--- src/design/tvr_pkg.sv ---
// Shared constants and types for the trilinear volume resampler.
package tvr_pkg;

  localparam int MAX_SOURCE_DIM = 64;
  localparam int MAX_TARGET_DIM = 1024;
  localparam int VOXEL_BITS     = 16;

  localparam int SRC_IDX_BITS = $clog2(MAX_SOURCE_DIM);
  localparam int TGT_M1_BITS  = $clog2(MAX_TARGET_DIM);
  localparam int SRC_REG_BITS = 7;
  localparam int TGT_REG_BITS = 11;
  localparam int COORD_BITS   = 10;
  localparam int W_BITS       = 16;
  localparam int FACTOR_BITS  = SRC_IDX_BITS + W_BITS;
  localparam int ADDR_BITS    = 3 * SRC_IDX_BITS;
  localparam int VOL_DEPTH    = MAX_SOURCE_DIM * MAX_SOURCE_DIM * MAX_SOURCE_DIM;

  localparam int CFG_IDX_BITS  = 3;
  localparam int CFG_DATA_BITS = TGT_REG_BITS;

  localparam logic [CFG_IDX_BITS-1:0] CFG_SOURCE_X = 3'd0;
  localparam logic [CFG_IDX_BITS-1:0] CFG_SOURCE_Y = 3'd1;
  localparam logic [CFG_IDX_BITS-1:0] CFG_SOURCE_Z = 3'd2;
  localparam logic [CFG_IDX_BITS-1:0] CFG_TARGET_X = 3'd3;
  localparam logic [CFG_IDX_BITS-1:0] CFG_TARGET_Y = 3'd4;
  localparam logic [CFG_IDX_BITS-1:0] CFG_TARGET_Z = 3'd5;

  localparam logic OP_LOAD  = 1'b0;
  localparam logic OP_QUERY = 1'b1;

  typedef logic signed [VOXEL_BITS-1:0] voxel_t;
  typedef logic [FACTOR_BITS-1:0]       factor_t;
  typedef logic [TGT_M1_BITS-1:0]       tgt_m1_t;
  typedef logic [SRC_IDX_BITS-1:0]      src_idx_t;

endpackage

--- src/design/tvr_div.sv ---
// Restoring divider, one quotient bit per cycle, for the per-axis scale factors.
module tvr_div import tvr_pkg::*; (
  input  logic    clk,
  input  logic    rst,
  input  logic    start,
  input  factor_t dividend,
  input  tgt_m1_t divisor,
  output logic    done,
  output factor_t quotient
);

  localparam int CNT_BITS = $clog2(FACTOR_BITS);

  logic                  busy;
  logic [CNT_BITS-1:0]   cnt;
  tgt_m1_t               rem;
  tgt_m1_t               dvs;
  factor_t               dq;
  logic [TGT_M1_BITS:0]  rem_sh;
  logic [TGT_M1_BITS:0]  rem_diff;
  logic                  ge;

  // Shift the next dividend bit into the partial remainder and try a subtract.
  always_comb begin
    rem_sh   = {rem, dq[FACTOR_BITS-1]};
    rem_diff = rem_sh - {1'b0, dvs};
    ge       = (rem_sh >= {1'b0, dvs});
  end

  always_ff @(posedge clk) begin
    if (rst) begin
      busy <= 1'b0;
      done <= 1'b0;
      cnt  <= '0;
    end else begin
      done <= 1'b0;
      if (start) begin
        busy <= 1'b1;
        cnt  <= '0;
      end else if (busy) begin
        cnt <= cnt + CNT_BITS'(1);
        if (cnt == CNT_BITS'(FACTOR_BITS - 1)) begin
          busy <= 1'b0;
          done <= 1'b1;
        end
      end
    end
  end

  // Dividend bits leave at the top while quotient bits enter at the bottom.
  always_ff @(posedge clk) begin
    if (start) begin
      dq  <= dividend;
      rem <= '0;
      dvs <= divisor;
    end else if (busy) begin
      dq  <= {dq[FACTOR_BITS-2:0], ge};
      rem <= ge ? rem_diff[TGT_M1_BITS-1:0] : rem_sh[TGT_M1_BITS-1:0];
    end
  end

  assign quotient = dq;

endmodule

--- config.mk ---
export PLATFORM = sky130hd
export DESIGN_NAME = tvr_div
export DESIGN_NICKNAME = d
export VERILOG_FILES = /design/src/design/tvr_pkg.sv /design/src/design/tvr_div.sv
export SDC_FILE = /design/constraint.sdc
export NUM_CORES = 1
export LEC_CHECK = 0
export BUFFER_PORTS_ARGS = -buffer_cell sky130_fd_sc_hd__buf_2
export CAP_MARGIN = 10
export CORE_UTILIZATION = 53
export CTS_CLUSTER_SIZE = 24
export DETAILED_ROUTE_END_ITERATION = 16
export PLACE_DENSITY_LB_ADDON = 0.12
export REMOVE_ABC_BUFFERS = 1
export SYNTH_ARGS = -nofsm -noshare
export SYNTH_HDL_FRONTEND = slang
export SYNTH_SLANG_ARGS = --single-unit
--- constraint.sdc ---
create_clock -name clk -period 2.6 [get_ports clk]
set_input_delay 0.78 -clock clk [delete_from_list [all_inputs] [get_ports clk]]
set_output_delay 0.78 -clock clk [all_outputs]
set_load 0.01 [all_outputs]
**After elaboration in Yosys (flattened, before gate mapping)**

Cells that the tools add are included.
W data, S select, Z words.

- Register bits: 49
- Output and inout bits: 23
- Logic and storage cells: 21

- $add $sub $neg: 2
- Order comparisons: 1
- Equality and inequality tests: 1
- Multiplexer cells: 7
- Bitwise operators: 1
- Reduce and logical (&&, ||, !) cells: 3

Operator list:

| kind | count |
|---|---|
| $mux W22 | 2 |
| $ge A11 B10 Y1 | 1 |
| $mux W10 | 1 |
| $sub A10 B10 Y10 | 1 |
| $add A5 B1 Y5 const B | 1 |
| $eq A5 B5 Y1 const B | 1 |
| $mux W1 | 4 |
| $reduce_or A3 Y1 | 1 |
| $reduce_bool A2 Y1 | 1 |
| $reduce_or A2 Y1 | 1 |
| $not A1 Y1 | 1 |

**Depth between registers and ports, before layout**

- Word-level depth: 4
- Depth in mapped cells: 10
- Depth with buffers taken out: 10

**Least setup slack after synthesis**

Ideal clock, no wire load.

- Path kind: register -> register
- From: register dq[21], in the netlist quotient[21]
- To: register rem[6]
- Arrival: 2.050 ns
- Required time: 2.514 ns
- Setup slack: 0.465 ns
- Stages on the path, launching flop included: 11
- Buffers on the path: 0
- Period minus slack after synthesis: 2.135 ns
- Cell sequence: edfxtp_1 inv_1 ha_1 inv_1 fa_1 a211oi_1 nor3b_1 o22ai_1 xnor2_1 mux2i_1 a211oi_1

- Cells in the longest elaborated chain, start to end: 2
- Elaborated cells between the ends (all ways): 3

Ends and longest elaborated chain:

| item | line | source |
|---|---|---|
| start: declaration | tvr_div.sv:18 | `factor_t dq;` |
| start signal: assignment | tvr_div.sv:53 | `dq <= dividend;` |
| start signal: assignment | tvr_div.sv:57 | `dq <= {dq[FACTOR_BITS-2:0], ge};` |
| $sub A10 B10 Y10 or $ge A11 B10 Y1 (tied branches) | tvr_div.sv:26, tvr_div.sv:27 |  |
| $mux W10 (*) | tvr_div.sv:58 | `rem <= ge ? rem_diff[TGT_M1_BITS-1:0] : rem_sh[TGT_M1_BITS-1:0];` |
| end signal: assignment | tvr_div.sv:58 |  |
| end: declaration | tvr_div.sv:16 | `tgt_m1_t rem;` |

Every way passes the cells marked *; elsewhere a longest branch is shown, timed or not.
A chain may end at the register's enable or synchronous reset.

**Worst setup path in the final report**

Same ends and word-level chain as after synthesis.

==> impl_metrics.json <==
{
  "status": "finished clean",
  "synth_xor_area_frac": 0.03551,
  "track_usage": 0.1905,
  "area_growth_pct": 17.10,
  "vias": 1716,
  "vdd_drop_max_v": 0.0003644,
  "viasPerCell": 5.379,
  "cts_resized": 0,
  "clk_pin_slew_ps": 80,
  "switching_share": 0.2740,
  "yosys.area.top_type": "edfxtp_1",
  "core_area_um2": 4414,
  "tns_ps": 0,
  "synth_area_um2": 2466,
  "die_y_um": 70.22,
  "whs_ps": 513.9,
  "power.density_nw_per_um2": 616.0,
  "grt_max_degree": 24,
  "io_buffers": 57,
  "final_util": 0.6542,
  "cp.arrival_ps": 2510,
  "r2r_end": "rem[6]",
  "crit_slowest_cell": "edfxtp_1",
  "muxShareOfSynthArea": 0.1329,
  "synth-simple-area-share": 0.09792,
  "ys_seq_area_frac": 0.5277,
  "gp_congestion": 0.7895,
  "die_area_um2": 4930,
  "clock_skew_ps": 4.587,
  "clockBufferDepth": 2,
  "synth_top_family_by_area": "multiplexers",
  "ys_warn_count": 0,
  "cp-startpoint": "quotient[21]",
  "slew_headroom": 0.6158,
  "p_leak_nw": 1.216,
  "async_flop_share": 0,
  "max_freq_ghz": 0.4373,
  "ys_ff_latch": 49,
  "rr_worst_depth": 10,
  "initial_core_util": 0.5587,
  "synthTopCellsByCount": "edfxtp_1 (32), nor2_1 (27), mux2_2 (22)",
  "maxCapViolCount": 0,
  "hold_path.startpoint": "rem[6]",
  "worstMarginPinSlew_ps": 561.8,
  "overflow": 0,
  "grt_pass1_wl_um": 7307,
  "synth_top_area_frac": 0.3896,
  "power_mw": 1.779,
  "p_seq_frac": 0.533,
  "cp.required_ps": 2820,
  "rows": 24,
  "slowest_delay_ps": 410,
  "crit_chain": "inv_1 > ha_1 > inv_1 > fa_1 > a211oi_1 > nor3b_1 > o22ai_1 > xnor2_1 > mux2i_1 > a211oi_1",
  "crit_fanout": 3,
  "p_sw_uw": 487.4,
  "post-route-min-period_ps": 2287,
  "first_pass_iters": 4,
  "fill_cells": 357,
  "cts_setup_buffers": 0,
  "dieWidth_um": 70.22,
  "critPathCaptureType": "register",
  "cts_tree": "done",
  "setup_violations": 0,
  "hold_viol_final": 0,
  "wl_um": 4357,
  "synth.area.top_cells": "edfxtp_1 (39%), dfxtp_1 (14%), mux2_2 (10%), ha_1 (6.1%), nor2_1 (4.1%)",
  "hold_buffers": 0,
  "drt-initial-drc-count": 87,
  "ff2ff_setup_slack_ps": 310,
  "grt_pass1_vias": 1629,
  "cts.sinks": 49,
  "synth_compound_area_frac": 0.09386,
  "hold_depth": 2,
  "antenna_left": 0,
  "crit_type": "reg2reg",
  "synth_edf_count": 32,
  "synthDistinctLibCells": 40,
  "syn_inst": 206,
  "postSynthAreaPerCell_um2": 11.97,
  "p_comb_frac": 0.226,
  "clk_latency_ps": 300,
  "antenna_found_initial": 0,
  "hold_path_end": "rem[6]",
  "nets": 314,
  "fin_crit_sh": 0.8795,
  "critPathTopFamily": "compound AO/OA/AOI/OAI gates",
  "crit-reg2reg-launch": "quotient[21]",
  "synth_fa_ha_area_frac": 0.06900,
  "antenna_cells": 0,
  "wl_per_cell_um": 13.66,
  "cts_buffers": 5,
  "hold_path.class": "reg2reg",
  "top_level_ports": 58,
  "grt_setup_unrepaired": "no",
  "drive_gt1_frac": 0.3670,
  "hpwlAfterDp_um": 3191,
  "synthFlopType": "edfxtp_1",
  "p_int_mw": 1.291,
  "crit_buf_inv": 2,
  "start_kind": "register",
  "drv_slew": 0,
  "cts_root_buf": "clkbuf_8",
  "htreeDepth": 2,
  "drc": 0,
  "synth_most_common_cell": "edfxtp_1",
  "clockPowerShare": 0.241
}
==> metal layers <==
metal,global-route usage,share of wire,vias to the layer above
met4,0.08667,0.017,0
li1,-,-,880
met2,0.3056,0.47,41
met3,0.04618,0.050,7
met5,0,0,-
met1,0.2440,0.46,788
==> worst reg2reg max path, stage by stage, from the launching register on <==
cell      delay (ps)
edfxtp_1         410
inv_1             80
ha_1             160
inv_1             50
fa_1             400
a211oi_1         320
nor3b_1          160
o22ai_1          190
xnor2_1          140
mux2i_1           90
a211oi_1         210
==> power groups by stage <==
stage	Clock (mW)	Combinational (mW)	Sequential [mW]
after global routing	0.472	0.447	0.957
after floorplan	0	0.256	0.982
after CTS	0.448	0.405	0.949
after detailed placement	0	0.403	0.965
after global placement	0	0.398	0.965
final	0.429	0.402	0.948
==> sequential cells by signal, summed over array words and instances, names as in the netlist <==
signal / cells
rem: 10
cnt: 5
busy: 1
dvs: 10
done: 1
quotient: 22
==> cell families (layout without fill, tap and decap cells) <==
family                   count (synthesis)  in the layout
AO/OA/AOI/OAI                           30             30
XOR/XNOR                                10             10
adder cells (fa/ha/maj)                 13             13
buffers and inverters                   24             85
flip-flops                              49             49
multiplexers                            30             30
AND/OR/NAND/NOR                         50             50
==> through the flow <==
step                      cell area (um^2)  setup WS [ps]  std cells
after floorplan                       2416          464.0        197
after global placement                2804          423.1        311
after detailed placement              2804          330.7        311
after CTS                             2888          310.1        319
after global routing                  2888          73.46        319
final                                 2888          313.3        319
==> cell usage in the layout, fill, tap and decap left out, types with 2 or more instances in the layout <==
cell / count
buf_2: 57
edfxtp_1: 32
nor2_1: 27
mux2_2: 22
dfxtp_1: 17
inv_1: 14
ha_1: 12
a211oi_1: 9
mux2i_1: 8
xor2_1: 6
clkbuf_8: 5
buf_4: 5
nand2_1: 4
a21oi_1: 4
xnor2_1: 4
nand4_1: 3
o21a_1: 3
or2_2: 3
nor3_1: 3
o21ai_0: 2
o22ai_1: 2
nand4b_1: 2
nand3_1: 2
o311a_2: 2
clkbuf_1: 2
==> layout make-up <==
type / instances / area, um^2 / area share
clock buffers: 7 / 76.32 / 0.02643
clock inverters: 1 / 7.507 / 0.002600
inverters: 15 / 56.30 / 0.01950
multi-input cells: 133 / 1059 / 0.3666
flip-flops and latches: 49 / 1301 / 0.4506
well taps: 52 / 65.06 / 0.02253
repair buffers: 62 / 322.8 / 0.1118
==> worst max path at each step <==
stage	depth (start not counted)	endpoint	slack, ps
final	10	rem[6]	310
after CTS	10	rem[6]	310
after global placement	10	rem[6]	420
after floorplan	10	rem[6]	460
after global routing	10	rem[6]	70
after detailed placement	10	rem[6]	330
No activity file was read; power rests on OpenSTA's default activity.
